<file path="config.mk">
export PLATFORM = sky130hd
export DESIGN_NAME = tpf_out_buf
export DESIGN_NICKNAME = d
export VERILOG_FILES = /design/src/tpf_pkg.sv /design/src/tpf_out_buf.sv
export SDC_FILE = /design/constraint.sdc
export NUM_CORES = 1
export LEC_CHECK = 0
export BUFFER_PORTS_ARGS = -buffer_cell sky130_fd_sc_hd__buf_2
export CAP_MARGIN = 20
export CORE_MARGIN = 4
export CORE_UTILIZATION = 51
export CTS_BUF_LIST = sky130_fd_sc_hd__clkbuf_4
export CTS_CLUSTER_SIZE = 14
export DETAILED_ROUTE_END_ITERATION = 10
export PLACE_DENSITY = 0.78
export SETUP_SLACK_MARGIN = 0.15
export SLEW_MARGIN = 5
export SYNTH_ARGS = -nofsm -noshare
export SYNTH_HDL_FRONTEND = slang
export SYNTH_SLANG_ARGS = --single-unit
</file>
<file path="constraint.sdc">
create_clock -name clk -period 2.5 [get_ports clk]
set_clock_uncertainty 0.1 [all_clocks]
set_input_delay 0.125 -clock clk [delete_from_list [all_inputs] [get_ports clk]]
set_output_delay 0.125 -clock clk [all_outputs]
set_load 0.02 [all_outputs]
</file>
<file path="src/tpf_pkg.sv">
// tpf_pkg: shared constants, codes and types for the tile pixel fetcher
// used by every module of the tile_pixel_fetcher_fifo block but tpf_ram, no dependencies
package tpf_pkg;

  // item kinds, carried on s_tuser
  localparam logic [1:0] OP_VRAM_WRITE = 2'd0;
  localparam logic [1:0] OP_DOT        = 2'd1;
  localparam logic [1:0] OP_POP        = 2'd2;
  localparam logic [1:0] OP_START      = 2'd3;

  // configuration register indexes
  localparam logic [2:0] REG_SCROLL_X     = 3'd0;
  localparam logic [2:0] REG_SCROLL_Y     = 3'd1;
  localparam logic [2:0] REG_WINDOW_X     = 3'd2;
  localparam logic [2:0] REG_WINDOW_Y     = 3'd3;
  localparam logic [2:0] REG_BG_MAP_HIGH  = 3'd4;
  localparam logic [2:0] REG_WIN_MAP_HIGH = 3'd5;
  localparam logic [2:0] REG_BG_ENABLE    = 3'd6;
  localparam logic [2:0] REG_PALETTE      = 3'd7;

  localparam int QUEUE_DEPTH_DEF = 16;
  localparam int VRAM_BYTES      = 8192;
  localparam int VRAM_AW         = 13;
  localparam int ROW_PIXELS      = 8;
  localparam int ROW_W           = 2 * ROW_PIXELS;
  localparam int LEVEL_W         = 5;
  localparam int IN_TDATA_W      = 32;
  localparam int OUT_TDATA_W     = 8;
  localparam int CFG_INDEX_W     = 3;
  localparam int CFG_DATA_W      = 8;

  typedef struct packed {
    logic [7:0] scroll_x;
    logic [7:0] scroll_y;
    logic [7:0] window_x;
    logic [7:0] window_y;
    logic       bg_map_high;
    logic       win_map_high;
    logic       bg_enable;
    logic [7:0] palette;
  } cfg_t;

  // one row of eight shades, leftmost pixel in the lowest bits
  typedef struct packed {
    logic             valid;
    logic [ROW_W-1:0] row;
  } push_t;

  typedef struct packed {
    logic [LEVEL_W-1:0] level;
    logic               empty;
    logic [1:0]         shade;
  } res_t;

endpackage

</file>
<file path="src/tpf_out_buf.sv">
// tpf_out_buf: three-slot result buffer in front of the master stream port
// depends on tpf_pkg
module tpf_out_buf (
  input  logic          clk,
  input  logic          rst,
  input  logic          in_valid,
  input  tpf_pkg::res_t in_res,
  output logic          space_ok,
  output logic          m_tvalid,
  input  logic          m_tready,
  output tpf_pkg::res_t out_res
);

  localparam int SLOTS = 3;

  tpf_pkg::res_t ent [SLOTS];
  logic [1:0]    cnt;
  logic          take;
  logic [1:0]    wpos;

  assign m_tvalid = (cnt != 2'd0);
  assign take     = m_tvalid && m_tready;
  assign wpos     = cnt - 2'(take);
  assign out_res  = ent[0];

  // a result in flight plus the held ones must fit even if the sink stalls
  assign space_ok = ({1'b0, cnt} + 3'(in_valid)) <= 3'(SLOTS - 1);

  always_ff @(posedge clk) begin
    if (rst) begin
      cnt <= 2'd0;
    end else begin
      cnt <= cnt + 2'(in_valid) - 2'(take);
    end
  end

  // each slot either takes the new result or shifts down on a take
  always_ff @(posedge clk) begin
    for (int i = 0; i < SLOTS - 1; i++) begin
      if (in_valid && wpos == 2'(i)) begin
        ent[i] <= in_res;
      end else if (take) begin
        ent[i] <= ent[i+1];
      end
    end
    if (in_valid && wpos == 2'(SLOTS - 1)) begin
      ent[SLOTS-1] <= in_res;
    end
  end

endmodule

</file>
After elaboration in Yosys (flattened, before gate mapping)
Memories as Yosys holds them, arrays and structs flattened.
Cells that the tools add are included.
{ "totals": {"word_cells": 30, "ram_bits": 24, "input_bits": 12, "n_memories": 1, "regBits": 2} }
{ "mem_list": {"columns": ["name", "depth", "width", "rd", "rd_ports_with_merged_regs", "write_ports", "line", "text"], "rows": [
  ["ent", 3, 8, 3, 0, 3, "tpf_out_buf.sv:16", "tpf_pkg::res_t ent [SLOTS];"]
]} }
{ "op_classes": {"n_reduce_logical": 6, "order_cmp": 1, "add_sub_neg": 4, "eq_ne": 2, "bitwise_logic": 2, "mux": 13} }
{ "op_table": {"columns": ["operator", "n"], "rows": [
  ["$mux 8", 2],
  ["$mux 1", 11],
  ["$logic_and 1x1->1", 4],
  ["$sub 2x1->2", 2],
  ["$add 2x1->3", 1],
  ["$le 3x2->1 const B", 1],
  ["$add 2x1->2", 1],
  ["$eq 2x1->1 const B", 1],
  ["$eq 2x2->1 const B", 1],
  ["$logic_not 2->1", 1],
  ["$or 1x1->1", 2],
  ["$reduce_bool 2->1", 1]
]} }

Depth between registers and ports, before layout
{ "logic_depth": {"depth_word": 8, "mapped_depth": 8} }

Worst setup path before layout
No wires, ideal clock.
{ "synth_timing": {"kind": "register to register", "startpoint": "reg cnt[1]", "endpoint": "mem ent[0][10] (netlist name), data pin", "setup_slack_ps": -176, "period_less_slack_ps": 2676, "stages_incl_launch_ff": 8, "n_path_buf": 1, "t_arrival_ps": 2316, "path_cell_list": "dfxtp_1 > or2_2 > buf_2 > and2_1 > ha_1 > or4b_4 > nand4_4 > mux2_2"} }
{ "synth_rtl": {"columns": ["item", "line", "text"], "rows": [
  ["from (decl)", "tpf_out_buf.sv:17", "logic [1:0] cnt;"],
  ["from (signal assigned)", "tpf_out_buf.sv:33", "cnt <= cnt + 2'(in_valid) - 2'(take);"],
  ["to (decl)", "tpf_out_buf.sv:16", null]
]} }

==> impl_metrics.ini <==
[run_status]
status = finished clean

[cts]
cts_buffers = 3
htreeDepth = 1
clkSinkCount = 26
clkLatencyLatePin_ns = 0.32
cts-root-buf = clkbuf_4
path_clk_slew_ns = 0.13
clockBufferDepth = 2
cts_tree = built

[synth]
yosys_warnings = 0
synth_simple_gate_area_frac = 0.0851
synth_area_leaders = edfxtp_1 (58%), mux2_2 (14%), ha_1 (5.0%)
synth_top_family_by_area = multiplexers
synth_top_area_cell = edfxtp_1
ys_types = 22
syn_avg_cell_area_sq_um = 15.4
synthAdderAreaFrac = 0.0501
synth_area_sq_um = 1250
synthFlopType = edfxtp_1
async_flop_share = 0
syn_inst = 81
synth_nets = 98
yosysMostFrequentCell = edfxtp_1
synthDominantCellAreaShare = 0.577
synth.area.mux_share = 0.144
seq_area_frac_synth = 0.609
synth_compound_area_frac = 0.0340
ys_seq_elements = 26
ys_top_cells_by_count = edfxtp_1 (24), mux2_2 (16), buf_4 (8)
synth_xor_area_frac = 0.0140
synth_edf_count = 24

[sta]
hold_violations = 0
fin_crit_ns = 2.31
worst_pin_slew_ns = 0.344
min_period_over_period = 0.923
max_freq_mhz = 433
setup_tns_ns = 0
relSlewSlack = 0.769
setup_viol = 0
setup_ws_ns = 0.191
rsz0062_at_grt = yes
slew_viol_final = 0

[power_and_ir_drop]
vdd_drop_max_mv = 0.700
leakage_uw = 0.000656
powerDensity_nw_per_um2 = 1120

[place]
gp_congestion = 0.710
dp_hpwl_um = 1510
port-buffer-count = 21
place_worst_setup_slack_ns = 0.0585
placed_cells = 125

[global_routing]
grt_max_degree = 16
grtUsageTotal = 0.147
grt_pass1_wl_um = 3570
antenna_found_initial = 0
grt_overflow = 0
grt_pass1_vias = 782

[routing]
drcViolationCount = 0
drtAntennaViolNets = 0
routedWlPerCell_um = 14.8
viasPerCell = 5.21
num_vias = 756
drt-total-wl_um = 2150
drtIter0Drc = 12
firstDrtPassIters = 3

[die]
rows = 17
num_io_pins = 22
dieArea_sq_um = 3310
initial_core_util = 0.549
die_h_um = 57.5
die_w_um = 57.5
core_sq_um = 2280

[worst_setup_path]
path_class = flop to flop
crit_arrival_ns = 2.30
cp.required_ns = 2.49
crit_path_end_kind = flop
start_kind = flop
regToRegSetupSlack_ns = 0.19
crit_fanout = 8

[hold_path]
hold_path_class = primary input to flop

[job]
cap_viol_max_count = 0

[layout]
finalNonFillerCells = 145
area_delta_synth_final_pct = 28.5
fin_nets = 135
nFillCells = 150
drive_gt1_frac = 0.521
diodes = 0
## state kept, by name, summed over array words and instances (netlist names)
| register | flops |
|---|---|
| cnt | 2 |
| ent | 24 |
## per-stage QoR
step,cell area (sq um),hold WS (ns),total power [uW],util
3_3_place_gp,1410,0.187,1410,0.618
2_1_floorplan,1310,0.0877,1310,-
4_1_cts,1590,0.150,1790,0.698
6_report,1610,0.153,1790,0.706
5_1_grt,1610,0.165,1910,0.706
3_5_place_dp,1410,0.197,1440,0.618
## worst paths after layout
check	endpoint	depth (start not counted)	startpoint
max	ent[0][11]	6	cnt[1]
min reg2reg	ent[0][9]	1	ent[0][17]
min	cnt[0]	3	in_valid
max reg2reg	ent[0][11]	6	cnt[1]
## report_power, final
part	internal (uW)	switching [uW]
combinational	383	414
sequential	680	33.6
clock	162	121
## critical path, stage by stage, from the launching register on
cell     delay [ns]
dfxtp_4        0.37
or2_4          0.24
and2_4         0.14
ha_4           0.21
or4b_4         0.51
nand4_4        0.18
mux2_4         0.32
## layout make-up
type	count	area (sq um)	area share
Tap cell	28	35.0	0.0218
Inverter	4	15.0	0.00935
Sequential cell	26	766	0.477
Multi-Input combinational cell	42	457	0.284
Timing Repair Buffer	41	282	0.175
Clock buffer	3	22.5	0.0140
Clock inverter	1	30.0	0.0187
## layout by cell type (no fill, tap or decap), drive strengths merged
master / netlist / routed
buf: 9 / 32
edfxtp: 24 / 24
mux2: 16 / 16
dlygate4sd3: 0 / 9
ha: 5 / 5
inv: 4 / 4
nand2: 3 / 3
clkbuf: 0 / 3
nor2: 2 / 2
a31oi: 2 / 2
o211ai: 2 / 2
or2: 2 / 2
dfxtp: 2 / 2
and2: 1 / 1
nand4bb: 1 / 1
o2111ai: 1 / 1
or4b: 1 / 1
nand4b: 1 / 1
nand4: 1 / 1
xnor2: 1 / 1
nor3b: 1 / 1
nor2b: 1 / 1
xor2: 1 / 1
bufinv: 0 / 1
## timing repair
item | 4_1_cts | 5_1_grt
buffers inserted | 5 | 2
pin swaps | 3 | 1
endpoints found under the hold margin | 10 | 0
endpoints found under the setup margin | 8 | 11
resized for setup | 1 | 1
hold buffers | 9 | 0
## layer usage
| metal | global-route usage | vias to the layer above | share of wire |
|---|---|---|---|
| li1 | - | 370 | - |
| met1 | 0.172 | 361 | 0.42 |
| met2 | 0.242 | 19 | 0.51 |
| met3 | 0.0362 | 6 | 0.045 |
| met4 | 0.0861 | 0 | 0.028 |
| met5 | 0 | - | 0 |
## logic make-up (layout without fill, tap and decap cells)
logic type / after synthesis / in the layout
AO/OA/AOI/OAI: 5 / 5
XOR/XNOR: 2 / 2
adder cells (fa/ha/maj): 5 / 5
buffers and inverters: 13 / 49
flip-flops: 26 / 26
multiplexers: 16 / 16
AND/OR/NAND/NOR: 14 / 14
(Power assumes the default switching activity.)
