**src/tpf_pkg.sv**
```systemverilog
// tpf_pkg: shared constants, codes and types for the tile pixel fetcher
// used by every module of the tile_pixel_fetcher_fifo block but tpf_ram, no dependencies
package tpf_pkg;

  // item kinds, carried on s_tuser
  localparam logic [1:0] OP_VRAM_WRITE = 2'd0;
  localparam logic [1:0] OP_DOT        = 2'd1;
  localparam logic [1:0] OP_POP        = 2'd2;
  localparam logic [1:0] OP_START      = 2'd3;

  // configuration register indexes
  localparam logic [2:0] REG_SCROLL_X     = 3'd0;
  localparam logic [2:0] REG_SCROLL_Y     = 3'd1;
  localparam logic [2:0] REG_WINDOW_X     = 3'd2;
  localparam logic [2:0] REG_WINDOW_Y     = 3'd3;
  localparam logic [2:0] REG_BG_MAP_HIGH  = 3'd4;
  localparam logic [2:0] REG_WIN_MAP_HIGH = 3'd5;
  localparam logic [2:0] REG_BG_ENABLE    = 3'd6;
  localparam logic [2:0] REG_PALETTE      = 3'd7;

  localparam int QUEUE_DEPTH_DEF = 16;
  localparam int VRAM_BYTES      = 8192;
  localparam int VRAM_AW         = 13;
  localparam int ROW_PIXELS      = 8;
  localparam int ROW_W           = 2 * ROW_PIXELS;
  localparam int LEVEL_W         = 5;
  localparam int IN_TDATA_W      = 32;
  localparam int OUT_TDATA_W     = 8;
  localparam int CFG_INDEX_W     = 3;
  localparam int CFG_DATA_W      = 8;

  typedef struct packed {
    logic [7:0] scroll_x;
    logic [7:0] scroll_y;
    logic [7:0] window_x;
    logic [7:0] window_y;
    logic       bg_map_high;
    logic       win_map_high;
    logic       bg_enable;
    logic [7:0] palette;
  } cfg_t;

  // one row of eight shades, leftmost pixel in the lowest bits
  typedef struct packed {
    logic             valid;
    logic [ROW_W-1:0] row;
  } push_t;

  typedef struct packed {
    logic [LEVEL_W-1:0] level;
    logic               empty;
    logic [1:0]         shade;
  } res_t;

endpackage

```
**src/tpf_ram.sv**
```systemverilog
// tpf_ram: generic simple dual-port ram, one write port and one registered read port
// no dependencies
module tpf_ram #(
  parameter int WIDTH = 8,
  parameter int DEPTH = 256,
  localparam int AW = (DEPTH > 1) ? $clog2(DEPTH) : 1
) (
  input  logic             clk,
  input  logic             we,
  input  logic [AW-1:0]    waddr,
  input  logic [WIDTH-1:0] wdata,
  input  logic             re,
  input  logic [AW-1:0]    raddr,
  output logic [WIDTH-1:0] rdata
);

  logic [WIDTH-1:0] mem [DEPTH];

  always_ff @(posedge clk) begin
    if (we) begin
      mem[waddr] <= wdata;
    end
    if (re) begin
      rdata <= mem[raddr];
    end
  end

endmodule

```
**src/tpf_queue.sv**
```systemverilog
// tpf_queue: shade fifo kept as rows of eight shades in a ram, with pop read stage
// depends on tpf_pkg and tpf_ram
module tpf_queue #(
  parameter int QUEUE_DEPTH = tpf_pkg::QUEUE_DEPTH_DEF
) (
  input  logic           clk,
  input  logic           rst,
  input  logic           acc,
  input  logic [1:0]     opcode,
  input  tpf_pkg::push_t push,
  output logic           push_room,
  output logic           res_valid,
  output tpf_pkg::res_t  res
);

  localparam int PTR_W  = (QUEUE_DEPTH > 1) ? $clog2(QUEUE_DEPTH) : 1;
  localparam int CNT_W  = $clog2(QUEUE_DEPTH + 1);
  localparam int SUM_W  = CNT_W + 1;
  localparam int ROWS   = QUEUE_DEPTH / tpf_pkg::ROW_PIXELS;
  localparam int ROW_AW = (ROWS > 1) ? $clog2(ROWS) : 1;

  logic [PTR_W-1:0] read_ptr;
  logic [CNT_W-1:0] count;
  logic             s1_empty;
  logic [2:0]       s1_sel;
  logic [tpf_pkg::LEVEL_W-1:0] s1_level;

  logic                      pop;
  logic                      start;
  logic                      is_empty;
  logic                      row_re;
  logic [SUM_W-1:0]          wsum;
  logic [SUM_W-1:0]          widx;
  logic [ROW_AW-1:0]         wrow;
  logic [ROW_AW-1:0]         rrow;
  logic [tpf_pkg::ROW_W-1:0] row_q;
  logic [PTR_W-1:0]          ptr_inc;

  assign pop      = acc && (opcode == tpf_pkg::OP_POP);
  assign start    = acc && (opcode == tpf_pkg::OP_START);
  assign is_empty = (count == '0);
  assign row_re   = pop && !is_empty;

  // the write position only ever moves by whole rows, so it stays row aligned
  assign wsum = SUM_W'(read_ptr) + SUM_W'(count);
  assign widx = (wsum >= SUM_W'(QUEUE_DEPTH)) ? wsum - SUM_W'(QUEUE_DEPTH) : wsum;
  assign wrow = ROW_AW'(widx >> 3);
  assign rrow = ROW_AW'(read_ptr >> 3);

  assign push_room = (SUM_W'(count) + SUM_W'(tpf_pkg::ROW_PIXELS)) <= SUM_W'(QUEUE_DEPTH);

  assign ptr_inc = (read_ptr == PTR_W'(QUEUE_DEPTH - 1)) ? '0 : read_ptr + 1'b1;

  tpf_ram #(
    .WIDTH(tpf_pkg::ROW_W),
    .DEPTH(ROWS)
  ) u_rows (
    .clk  (clk),
    .we   (push.valid),
    .waddr(wrow),
    .wdata(push.row),
    .re   (row_re),
    .raddr(rrow),
    .rdata(row_q)
  );

  always_ff @(posedge clk) begin
    if (rst) begin
      read_ptr  <= '0;
      count     <= '0;
      res_valid <= 1'b0;
    end else begin
      res_valid <= pop;
      if (start) begin
        read_ptr <= '0;
        count    <= '0;
      end else if (push.valid) begin
        count <= count + CNT_W'(tpf_pkg::ROW_PIXELS);
      end else if (row_re) begin
        read_ptr <= ptr_inc;
        count    <= count - 1'b1;
      end
    end
  end

  always_ff @(posedge clk) begin
    if (pop) begin
      s1_empty <= is_empty;
      s1_sel   <= read_ptr[2:0];
      s1_level <= is_empty ? '0 : tpf_pkg::LEVEL_W'(count - 1'b1);
    end
  end

  assign res.empty = s1_empty;
  assign res.level = s1_level;
  assign res.shade = s1_empty ? 2'b11 : row_q[2*s1_sel +: 2];

endmodule

```
**config.mk**
```make
export PLATFORM = sky130hd
export DESIGN_NAME = tpf_queue
export DESIGN_NICKNAME = d
export VERILOG_FILES = /design/src/tpf_pkg.sv /design/src/tpf_ram.sv /design/src/tpf_queue.sv
export SDC_FILE = /design/constraint.sdc
export NUM_CORES = 1
export LEC_CHECK = 0
export BUFFER_PORTS_ARGS = -buffer_cell sky130_fd_sc_hd__clkbuf_2
export CAP_MARGIN = 25
export CORE_MARGIN = 3
export CORE_UTILIZATION = 40
export DETAILED_ROUTE_END_ITERATION = 7
export GPL_TIMING_DRIVEN = 0
export MAX_ROUTING_LAYER = met4
export PLACE_DENSITY = 0.57
export SYNTH_ARGS = -nofsm -noshare
export SYNTH_HDL_FRONTEND = slang
export SYNTH_HIERARCHICAL = 1
export SYNTH_SLANG_ARGS = --single-unit
```
**constraint.sdc**
```tcl
create_clock -name clk -period 2.5 [get_ports clk]
set_clock_uncertainty 0.05 [all_clocks]
set_input_delay 0.125 -clock clk [delete_from_list [all_inputs] [get_ports clk]]
set_output_delay 0.125 -clock clk [all_outputs]
set_load 0.03 [all_outputs]
```
# Yosys cells after proc, flatten, opt, wreduce, memory -nomap -nowiden
# Memory sizes are Yosys's and may differ from the RTL's. A register that Yosys moved wholly into a read port is not among the register bits.
# Cells that the tools add are included.
[totals]
register_bits = 19
mem_bits_rw = 32
inputBits = 22
out_inout_bits = 10
wordCells = 35
n_memories = 1
[mem_list]
columns = ["memory", "depth", "word_bits", "rd", "rd_clocked_by_memory_dff", "wr", "line", "rtl"]
rows = [
  ["u_rows.mem", 2, 16, 1, 1, 1, "tpf_ram.sv:17", "logic [WIDTH-1:0] mem [DEPTH];"],
]
[classes]
n_addsub = 6
n_lt_le_gt_ge = 2
eq_ne = 3
shifts = 1
mux = 7
bitwise_logic = 1
n_reduce_logical = 8
[ops]
columns = ["op", "count"]
rows = [
  ["16-bit by 5-bit indexed part select with 2-bit output", 1],
  ["5-bit 2-to-1 mux", 2],
  ["4-bit 2-to-1 mux", 2],
  ["4-bit by 5-bit adder with 6-bit output", 1],
  ["5-bit by 4-bit adder with 6-bit output (second input constant)", 1],
  ["6-bit by 5-bit >= comparator with 1-bit output (second input constant)", 1],
  ["6-bit by 5-bit <= comparator with 1-bit output (second input constant)", 1],
  ["5-bit by 4-bit adder with 5-bit output (second input constant)", 1],
  ["5-bit zero test", 1],
  ["5-bit by 1-bit subtractor with 5-bit output (second input constant)", 1],
  ["4-bit by 1-bit adder with 4-bit output (second input constant)", 1],
  ["2-bit equality test (second input constant)", 2],
  ["4-bit equality test (second input constant)", 1],
  ["4-bit by 1-bit subtractor with 4-bit output (second input constant)", 1],
  ["1-bit logical AND", 3],
  ["1-bit 2-to-1 mux", 2],
  ["2-bit 2-to-1 mux", 1],
  ["2-bit AND reduction", 1],
  ["2-bit nonzero test", 1],
  ["2-bit OR reduction", 1],
  ["1-bit zero test", 1],
  ["1-bit inverter", 1],
]

# Longest topological paths before layout
# Gate-level depths: netlist of run 1.
[logic_depth]
word_depth = 5
ltp_mapped = 7
depth_no_buf = 6

# Modules after synthesis
# The synthesis of run 1 kept the hierarchy.
[by_module_without_submodules]
columns = ["module", "n_inst", "cells_each", "area_per_inst_um2", "seq_area_each_um2"]
rows = [
  ["tpf_ram", 1, 68, 1702.9, 1441.4],
  ["tpf_queue", 1, 99, 1098.6, 470.5],
]

# Least setup slack after synthesis of run 1
# No wires, ideal clock.
[synth_timing]
path_type = "register -> register"
start = "reg read_ptr[1]"
end = "mem u_rows/mem[0][0] (netlist name), enable pin"
setup_time_ps = 390
arrival_time_ps = 1864
t_required_ps = 2060
path_slack_ps = 196
path_stages_with_launch = 6
n_path_buf = 0
period_less_slack_ps = 2304
cell_sequence = "dfxtp_1 ha_1 a31o_2 a21oi_1 xnor2_1 nor2b_1"
[synth_via]
elab_chain_cells = 3
word_cells_on_any_way = 4
cone_classes = "add/sub (2); order compare (1); mux (1)"
[synth_rtl]
columns = ["element", "line", "rtl"]
rows = [
  ["start: declaration", "tpf_queue.sv:22", "logic [PTR_W-1:0] read_ptr;"],
  ["start signal: assignment", "tpf_queue.sv:80", "read_ptr <= ptr_inc;"],
  ["4-bit by 5-bit adder with 6-bit output *", "tpf_queue.sv:45", "assign wsum = SUM_W'(read_ptr) + SUM_W'(count);"],
  ["6-bit by 5-bit >= comparator with 1-bit output / 4-bit by 1-bit subtractor with 4-bit output (equally long branches)", "tpf_queue.sv:46", "assign widx = (wsum >= SUM_W'(QUEUE_DEPTH)) ? wsum - SUM_W'(QUEUE_DEPTH) : wsum;"],
  ["4-bit 2-to-1 mux *", "tpf_queue.sv:46", ""],
  ["named net widx[3]", "tpf_queue.sv:33", "logic [SUM_W-1:0] widx;"],
  ["end: declaration", "tpf_ram.sv:17", ""],
]
# The timed path passes the listed nets; every way through them passes the cells marked *.

# Final worst setup path of run 1
[layout_timing]
start = "reg read_ptr[1]"
end = "mem u_rows/mem[1][0] (netlist name), enable pin"
# The elaborated chain is that of the path after synthesis.

==> results.py, run 1 <==
metrics = {
    "floorplanning": {
        "die_x_um": 89.7,
        "coreArea_um2": 6570,
        "die_h_um": 89.7,
        "num_rows": 29,
        "initial_core_util_pct": 42.7,
        "ioPinCount": 32,
        "die_area_um2": 8040,
    },
    "cts": {
        "clk_path_buf_depth": 2,
        "cts_tree": "done",
        "cts_buffers": 9,
        "cts.sinks": 67,
        "clk_latency_ns": 0.33,
        "cts.reportedPaths.clkPinSlew_ns": 0.07,
        "root_buffer": "clkbuf_8",
        "htree_levels": 3,
    },
    "yosys": {
        "synth_cells": 167,
        "dominantRegCellSynth": "edfxtp_1",
        "synth.avg_cell_area_um2": 16.8,
        "yosysMostFrequentCell": "edfxtp_1",
        "synth_nets": 194,
        "synthTopCellsByArea": "edfxtp_1, dfxtp_1, mux2_4",
        "synth_edf_count": 57,
        "synth.distinct_cells": 41,
        "synth_seq_area_share_pct": 68.2,
        "ys_ff_latch": 67,
        "yosysTopAreaCell": "edfxtp_1",
        "synthArstFlopShare_pct": 0,
        "syn_area_um2": 2800,
        "synth_top_area_share_pct": 61.1,
        "yosysWarnings": 6,
        "synth_common_cells": "edfxtp_1, dfxtp_1, mux2_4, a21oi_1, nor2_1",
    },
    "timing": {
        "worst_slew_pin_slew_ns": 0.512,
        "fin_crit_sh_pct": 90.5,
        "hold_viol_final": 0,
        "final-setup-viol-count": 0,
        "tns_ns": 0,
        "whs_ns": 0.127,
        "max-slew-margin-rel_pct": 65.8,
        "fmax_mhz": 442,
        "period_needed_ns": 2.26,
        "slew_violations": 0,
        "rsz0062_at_grt": "no",
    },
    "power": {
        "power.density_nw_per_um2": 726,
        "ir_drop_v": 0.000456,
        "leakage_uw": 0.00130,
    },
    "critical_path": {
        "crit_required_ns": 2.43,
        "reg2reg_from": "read_ptr[1]$_SDFFE_PP0P_",
        "crit_path_top_delay_cell": "and2_2",
        "worst-setup-path-type": "reg2reg",
        "startpoint_type": "register",
        "cp_slowest_stage_delay_ns": 0.49,
        "path_cells": "ha_1 > a31o_2 > a21oi_1 > xnor2_1 > and2_2",
        "r2r_cells": 5,
        "r2r_slack_ns": 0.24,
        "end_kind": "register",
        "r2r_end": "u_rows/mem[1][0]$_DFFE_PP_",
        "startpoint": "read_ptr[1]$_SDFFE_PP0P_",
        "crit_buf_inv": 0,
        "path_delay_family": "simple AND/OR/NAND/NOR gates",
        "path_max_fanout": 16,
        "cp_data_arrival_time_ns": 2.19,
    },
    "min_path": {
        "holdCritStartpoint": "opcode[0]",
        "hp-class": "in2reg",
        "hold_end": "count[3]$_SDFFE_PP0P_",
        "whs_path_depth": 4,
    },
    "global_route": {
        "overflow": 0,
        "antenna_found_initial": 0,
        "grt_max_degree": 17,
        "grt_pass1_wl_mm": 8.07,
        "grt.total_usage_pct": 14.2,
        "first_global_vias": 1690,
    },
    "layout": {
        "nFillCells": 540,
        "register_area_um2": 1910,
        "fin_area_um2": 3490,
        "final_cells": 325,
        "diodes": 0,
        "nNetsFinal": 254,
        "areaGrowthSynthToFinish_pct": 24.6,
        "drive_gt1_share_pct": 35.3,
        "post-route-util_pct": 53.2,
        "multi_input_area_um2": 786,
    },
    "placed_design": {
        "place_congestion": 0.725,
        "dp.cells": 292,
        "dpl.hpwl_mm": 3.28,
        "port-buffer-count": 31,
        "place_area_um2": 3080,
    },
    "drt": {
        "drc": 0,
        "final_antenna_net_count": 0,
        "first_iter_violations": 83,
        "drt_wl_total_mm": 4.95,
        "drtPass1Iterations": 4,
        "wl_per_cell_um": 15.2,
        "vias": 1596,
        "vias_per_cell": 4.91,
    },
    "status": {
        "status": "finished clean",
    },
    "job": {
        "max_cap_viol_count": 0,
    },
}
[metal layers]
layer / vias to the layer above / wire length, um / global-route usage (%) / share of wire [%]
met2: 31 / 2430 / 21.7 / 49
li1: 771 / - / - / -
met5: - / 0 / - / 0
met3: 9 / 165 / 3.28 / 3.3
met4: 0 / 91 / 8.93 / 1.8
met1: 785 / 2260 / 16.9 / 46
[power by group]
group	switching [uW]	internal (uW)	total (uW)	leakage, uW
Sequential	15.5	1270	1280	0.000612
Clock	380	656	1040	0.000118
Combinational	118	94.9	213	0.000570
Total	514	2020	2530	0.00130
[cell type report]
cell class / count / area share (%)
buffer: 8 / 2.11
multi-input combinational: 85 / 22.5
sequential: 67 / 54.8
tap: 93 / 3.33
clock buffer: 10 / 3.66
inverter: 7 / 1.11
clock inverter: 6 / 2.97
timing repair buffer: 49 / 9.53
[worst max-delay path by stage]
stage,to,slack (ns),cells past startpoint
after global routing,u_rows/mem[1][15]$_DFFE_PP_,0.15,5
final,u_rows/mem[1][0]$_DFFE_PP_,0.24,5
after floorplan,u_rows/mem[0][0]$_DFFE_PP_,0.20,5
after detailed placement,u_rows/mem[0][11]$_DFFE_PP_,0.07,5
after global placement,u_rows/mem[0][15]$_DFFE_PP_,-0.34,5
after CTS,u_rows/mem[0][10]$_DFFE_PP_,0.03,5
[flip-flops by register name, indices dropped and copies added, names as in the netlist]
register,flops
s1_level,5
count,5
res_valid,1
u_rows/mem,32
s1_sel,3
read_ptr,4
s1_empty,1
u_rows/rdata,16
[tightest hold or removal path: stages]
cell      delay (ns)
clkbuf_2        0.12
a31oi_1         0.10
nand2b_1        0.06
mux2i_1         0.05
[layout by cell type, fill, tap and decap left out, drive strengths merged, types with 3 or more instances in the layout]
master	count
a21oi	9
a31o	3
a31oi	4
buf	7
bufinv	3
clkbuf	43
clkinv	4
dfxtp	10
dlygate4sd3	17
edfxtp	57
ha	5
inv	6
mux2	16
mux4	4
nand2	5
nand3	3
nor2	7
nor2b	3
o31ai	4
[what timing repair did]
item | in CTS | in global routing
setup buffers | 0 | 0
hold endpoints to repair | 33 | 0
hold buffers | 17 | 0
setup endpoints to repair | 16 | 16
resized for setup | 1 | 1
[cell families after synthesis]
logic type | Yosys count | synth area share, %
adder cells (fa/ha/maj) | 5 | 2.23
XOR/XNOR | 3 | 0.938
buffers and inverters | 15 | 4.02
AO/OA/AOI/OAI | 28 | 7.19
AND/OR/NAND/NOR | 28 | 6.03
multiplexers | 21 | 11.3
flip-flops | 67 | 68.2
[per-stage QoR]
stage | total power [uW] | setup WS [ns]
5_1_grt | 2640 | 0.154
4_1_cts | 2560 | 0.0326
2_1_floorplan | 1440 | 0.196
3_5_place_dp | 1500 | 0.0669
6_report | 2530 | 0.237
3_3_place_gp | 1490 | -0.337
Note: power is estimated with default switching activity, not from simulation.
==> run 2: changes to the inputs <==
Settings changed: MAX_ROUTING_LAYER met4 to default.
==> results.py, run 2 (same netlist as run 1, synthesis figures left out) <==
metrics = {
    "critical_path": {
        "r2r_cells": 5,
        "crit_required_ns": 2.43,
        "path_max_fanout": 16,
        "reg2reg_from": "read_ptr[1]$_SDFFE_PP0P_",
        "cp_data_arrival_time_ns": 2.19,
        "worst-setup-path-type": "reg2reg",
        "startpoint_type": "register",
        "r2r_slack_ns": 0.24,
        "r2r_end": "u_rows/mem[1][0]$_DFFE_PP_",
        "end_kind": "register",
    },
    "job": {
        "max_cap_viol_count": 0,
    },
    "placed_design": {
        "place_congestion": 0.717,
        "dpl.hpwl_mm": 3.28,
        "place_ws_ns": 0.0669,
        "port-buffer-count": 31,
    },
    "layout": {
        "nNetsFinal": 254,
        "largest_reg_flops": 32,
        "post-route-util_pct": 53.2,
        "nFillCells": 540,
        "layout_common_cells": "edfxtp_1, clkbuf_2, dlygate4sd3_1, dfxtp_1, mux2_4",
        "final_common_cell": "edfxtp_1",
        "top_regs": "u_rows/mem (32), u_rows/rdata (16)",
        "largest_register": "u_rows/mem",
        "areaGrowthSynthToFinish_pct": 24.6,
        "diodes": 0,
        "drive_gt1_share_pct": 35.3,
    },
    "floorplanning": {
        "num_rows": 29,
        "ioPinCount": 32,
        "die_area_um2": 8040,
        "coreArea_um2": 6570,
        "die_x_um": 89.7,
        "die_h_um": 89.7,
        "initial_core_util_pct": 42.7,
    },
    "timing": {
        "fin_crit_sh_pct": 90.6,
        "final-setup-viol-count": 0,
        "rsz0062_at_grt": "no",
        "worst_slew_pin_slew_ns": 0.514,
        "fmax_mhz": 442,
        "max-slew-margin-rel_pct": 65.7,
        "hold_viol_final": 0,
        "setup_ws_ns": 0.236,
        "period_needed_ns": 2.26,
        "slew_violations": 0,
    },
    "drt": {
        "vias": 1596,
        "dr_wl_met2_mm": 2.43,
        "wl_per_cell_um": 15.2,
        "wl_met3_um": 165,
        "drtPass1Iterations": 4,
        "final_antenna_net_count": 0,
        "drt_wl_total_mm": 4.95,
        "wl_met1_mm": 2.26,
        "drc": 0,
        "first_iter_violations": 83,
        "top_layer": "met4",
        "vias_per_cell": 4.91,
    },
    "global_route": {
        "grt.total_usage_pct": 13.8,
        "overflow": 0,
        "grt_pass1_wl_mm": 8.07,
        "antenna_found_initial": 0,
        "grt_max_degree": 17,
        "first_global_vias": 1692,
    },
    "cts": {
        "cts_tree": "done",
        "cts.reportedPaths.clkPinSlew_ns": 0.07,
        "clk_latency_ns": 0.32,
        "root_buffer": "clkbuf_8",
        "cts.sinks": 67,
        "cts_buffers": 9,
        "htree_levels": 3,
        "post_cts_buffers": 0,
        "clk_path_buf_depth": 2,
    },
    "min_path": {
        "hold_end": "count[3]$_SDFFE_PP0P_",
        "holdCritStartpoint": "opcode[0]",
        "whs_path_depth": 4,
        "hp-class": "in2reg",
    },
    "power": {
        "leakage_uw": 0.00130,
        "power.density_nw_per_um2": 725,
        "ir_drop_v": 0.000456,
    },
    "status": {
        "status": "finished clean",
    },
}
==> run 2: stage by stage <==
step                total power [uW]  std cells  hold WS [ns]  instance area, um^2  TNS [ns]
finish                          2530        325         0.127                 3490         0
global route                    2640        325         0.125                 3490         0
CTS                             2560        325         0.103                 3490         0
detailed placement              1500        292         0.270                 3080         0
global placement                1490        291         0.263                 3070     -5.68
floorplan                       1440        167         0.147                 2800         0
==> run 2: how the worst max path moves through the flow <==
stage	start	endpoint	slack, ns	cells after the start
4_1_cts	read_ptr[1]$_SDFFE_PP0P_	u_rows/mem[0][10]$_DFFE_PP_	0.03	5
2_1_floorplan	read_ptr[1]$_SDFFE_PP0P_	u_rows/mem[0][0]$_DFFE_PP_	0.20	5
6_report	read_ptr[1]$_SDFFE_PP0P_	u_rows/mem[1][0]$_DFFE_PP_	0.24	5
3_3_place_gp	read_ptr[1]$_SDFFE_PP0P_	u_rows/mem[0][15]$_DFFE_PP_	-0.34	5
3_5_place_dp	read_ptr[1]$_SDFFE_PP0P_	u_rows/mem[0][11]$_DFFE_PP_	0.07	5
5_1_grt	read_ptr[1]$_SDFFE_PP0P_	u_rows/mem[1][15]$_DFFE_PP_	0.15	5
==> run 2: area by class of cell <==
| cell class | instances | area, um^2 | area share, % |
|---|---|---|---|
| inverters | 7 | 38.8 | 1.11 |
| flip-flops and latches | 67 | 1910 | 54.8 |
| repair buffers | 49 | 333 | 9.53 |
| clock inverters | 6 | 104 | 2.97 |
| well taps | 93 | 116 | 3.33 |
| multi-input cells | 85 | 786 | 22.5 |
| plain buffers | 8 | 73.8 | 2.11 |
| clock buffers | 10 | 128 | 3.66 |
==> run 2: power by group <==
part / internal (uW) / switching [uW] / total (uW) / leakage, uW
clock: 656 / 380 / 1040 / 0.000118
combinational: 94.9 / 118 / 213 / 0.000570
sequential: 1270 / 15.5 / 1280 / 0.000612
==> run 2: worst max-delay path: stages, from the launching register on <==
cell and delay (ns):
dfxtp_1 0.46, ha_1 0.27, a31o_2 0.25, a21oi_1 0.18, xnor2_1 0.21, and2_2 0.49
==> run 2: metal layers <==
metal,track usage [%],vias up
li1,-,771
met1,16.9,785
met2,21.7,31
met3,3.28,9
met4,8.93,0
met5,0,-
==> run 2: timing repair <==
action	4_1_cts	5_1_grt
endpoints found under the setup margin	16	16
hold buffers	17	0
gates cloned	0	0
hold endpoints to repair	33	0
resized for setup	1	1
==> run 3: changes to the inputs <==
Settings changed: MAX_ROUTING_LAYER from default to met4, SYNTH_HIERARCHICAL 1 to default.
==> results.py, run 3 <==
metrics = {
    "cts": {
        "post_cts_buffers": 0,
        "clk_path_buf_depth": 2,
        "cts_buffers": 9,
        "clk_latency_ns": 0.34,
        "cts_tree": "done",
        "htree_levels": 3,
        "cts.reportedPaths.clkPinSlew_ns": 0.07,
        "cts.sinks": 67,
        "root_buffer": "clkbuf_8",
    },
    "critical_path": {
        "path_max_fanout": 12,
        "crit_path_top_delay_cell": "mux2i_2",
        "r2r_slack_ns": 0.11,
        "crit_required_ns": 2.50,
        "path_cells": "ha_1 > a31o_1 > a21oi_1 > mux2i_2 > buf_8",
        "reg2reg_from": "read_ptr[1]$_SDFFE_PP0P_",
        "cp_slowest_stage_delay_ns": 0.55,
        "worst-setup-path-type": "reg2reg",
        "r2r_cells": 5,
        "r2r_end": "u_rows.mem[0][8]$_DFFE_PP_",
        "cp_data_arrival_time_ns": 2.38,
        "end_kind": "register",
        "startpoint": "read_ptr[1]$_SDFFE_PP0P_",
        "startpoint_type": "register",
    },
    "drt": {
        "vias_per_cell": 5.11,
        "final_antenna_net_count": 0,
        "drtPass1Iterations": 4,
        "drt_wl_total_mm": 4.66,
        "vias": 1575,
        "drc": 0,
        "wl_per_cell_um": 15.1,
        "first_iter_violations": 130,
    },
    "floorplanning": {
        "ioPinCount": 32,
        "num_rows": 29,
        "initial_core_util_pct": 42.0,
        "coreArea_um2": 6490,
        "die_h_um": 88.6,
        "die_area_um2": 7850,
        "die_x_um": 88.6,
    },
    "timing": {
        "rsz0062_at_grt": "no",
        "period_needed_ns": 2.39,
        "final-setup-viol-count": 0,
        "worst_slew_pin_slew_ns": 0.523,
        "slew_violations": 0,
        "fin_crit_sh_pct": 95.5,
        "max-slew-margin-rel_pct": 64.4,
        "hold_viol_final": 0,
        "whs_ns": 0.0950,
        "setup_ws_ns": 0.113,
        "fmax_mhz": 419,
    },
    "global_route": {
        "grt_max_degree": 19,
        "grt_pass1_wl_mm": 7.76,
        "grt.total_usage_pct": 14.2,
        "first_global_vias": 1618,
        "antenna_found_initial": 0,
        "overflow": 0,
    },
    "layout": {
        "multi_input_area_um2": 739,
        "final_cells": 308,
        "drive_gt1_share_pct": 26.8,
        "layout_common_cells": "edfxtp_1, clkbuf_2, dlygate4sd3_1, mux2_1",
        "nNetsFinal": 253,
        "register_area_um2": 1910,
        "nFillCells": 531,
        "largest_reg_flops": 32,
        "top_regs": "u_rows.mem (32), u_rows.rdata (16)",
        "diodes": 0,
        "final_common_cell": "edfxtp_1",
        "post-route-util_pct": 52.0,
        "largest_register": "u_rows.mem",
        "areaGrowthSynthToFinish_pct": 23.7,
    },
    "power": {
        "leakage_uw": 0.00123,
        "power.density_nw_per_um2": 696,
        "power_uw": 2350,
        "ir_drop_v": 0.000334,
    },
    "yosys": {
        "synth-simple-area-share_pct": 5.96,
        "synth_top_area_share_pct": 62.7,
        "synth_cells": 166,
        "synthArstFlopShare_pct": 0,
        "yosysWarnings": 0,
        "synthTopCellsByArea": "edfxtp_1, dfxtp_1, mux2_1",
        "synth_edf_count": 57,
        "synth_common_cells": "edfxtp_1, mux2_1, a21oi_1, dfxtp_1",
        "synth.avg_cell_area_um2": 16.4,
        "synthXorXnorAreaFrac_pct": 0.642,
        "ys_ff_latch": 67,
        "synthMuxAreaShare_pct": 11.0,
        "synth-compound-area-share_pct": 6.92,
        "yosysTopAreaCell": "edfxtp_1",
        "synth_top_family_by_area": "multiplexers",
        "yosysMostFrequentCell": "edfxtp_1",
        "synth-adder-area-share_pct": 2.29,
        "synth_nets": 193,
        "synth_seq_area_share_pct": 70.1,
        "syn_area_um2": 2730,
        "dominantRegCellSynth": "edfxtp_1",
        "synth.distinct_cells": 38,
    },
    "min_path": {
        "hp-class": "in2reg",
        "hold_end": "count[3]$_SDFFE_PP0P_",
        "holdCritStartpoint": "opcode[0]",
        "whs_path_depth": 4,
    },
    "placed_design": {
        "place_ws_ns": 0.123,
        "port-buffer-count": 30,
        "place_congestion": 0.772,
        "dp.cells": 275,
        "dpl.hpwl_mm": 3.17,
    },
    "status": {
        "status": "finished clean",
    },
    "job": {
        "max_cap_viol_count": 0,
    },
}
run 3: layout make-up:
cell class | instances | share of cell area [%]
timing repair buffer | 49 | 10.4
sequential | 67 | 56.6
clock inverter | 6 | 1.93
buffer | 7 | 1.37
multi-input combinational | 85 | 21.9
clock buffer | 10 | 3.78
inverter | 7 | 1.15
tap | 77 | 2.85
run 3: kinds of logic (layout without fill, tap and decap cells):
logic type	after synthesis	after routing
AOI/OAI and AO/OA	28	28
xor gates and xnor gates	2	2
adders and majority gates	5	5
buffers and inverters	14	79
DFF	67	67
muxes	23	23
and+or+nand+nor	27	27
run 3: routing by layer:
metal / part of all wire, % / GRT usage (%) / vias up / wire length (um)
met1: 42 / 16.5 / 753 / 1970
met2: 50 / 21.3 / 44 / 2320
met5: 0 / - / - / 0
li1: - / - / 765 / -
met3: 4.0 / 4.00 / 13 / 187
met4: 3.8 / 9.34 / 0 / 179
run 3: critical path, delay by kind of cell (launching register included):
kind / cells / cell delay (ns)
fa+ha+maj: 1 / 0.27
mux: 1 / 0.55
buf+inv: 1 / 0.23
compound gates: 2 / 0.55
flops: 1 / 0.45
run 3: timing repair:
item / in CTS / in global routing
setup endpoints to repair: 0 / 0
gates resized for setup: 0 / 0
hold buffers: 17 / 0
hold endpoints to repair: 33 / 0
run 3: worst max path at each step:
stage / cells past startpoint / end / slack (ns)
3_3_place_gp: 4 / u_rows.mem[0][1]$_DFFE_PP_ / -0.55
2_1_floorplan: 4 / u_rows.mem[0][0]$_DFFE_PP_ / 0.04
5_1_grt: 5 / u_rows.mem[0][8]$_DFFE_PP_ / 0.01
6_report: 5 / u_rows.mem[0][8]$_DFFE_PP_ / 0.11
3_5_place_dp: 5 / u_rows.mem[0][12]$_DFFE_PP_ / 0.12
4_1_cts: 5 / u_rows.mem[0][8]$_DFFE_PP_ / 0.11
run 3: report_power, final:
part	switching [uW]	internal [uW]	leakage [uW]	total [uW]
Combinational	116	89.1	0.000523	205
Clock	402	462	0.0000966	863
Sequential	13.9	1270	0.000612	1280
run 3: stage by stage:
| step | cell area (um^2) | TNS [ns] |
|---|---|---|
| CTS | 3380 | 0 |
| floorplan | 2730 | 0 |
| global route | 3380 | 0 |
| finish | 3380 | 0 |
| detailed placement | 3010 | 0 |
| global placement | 2980 | -17.61 |
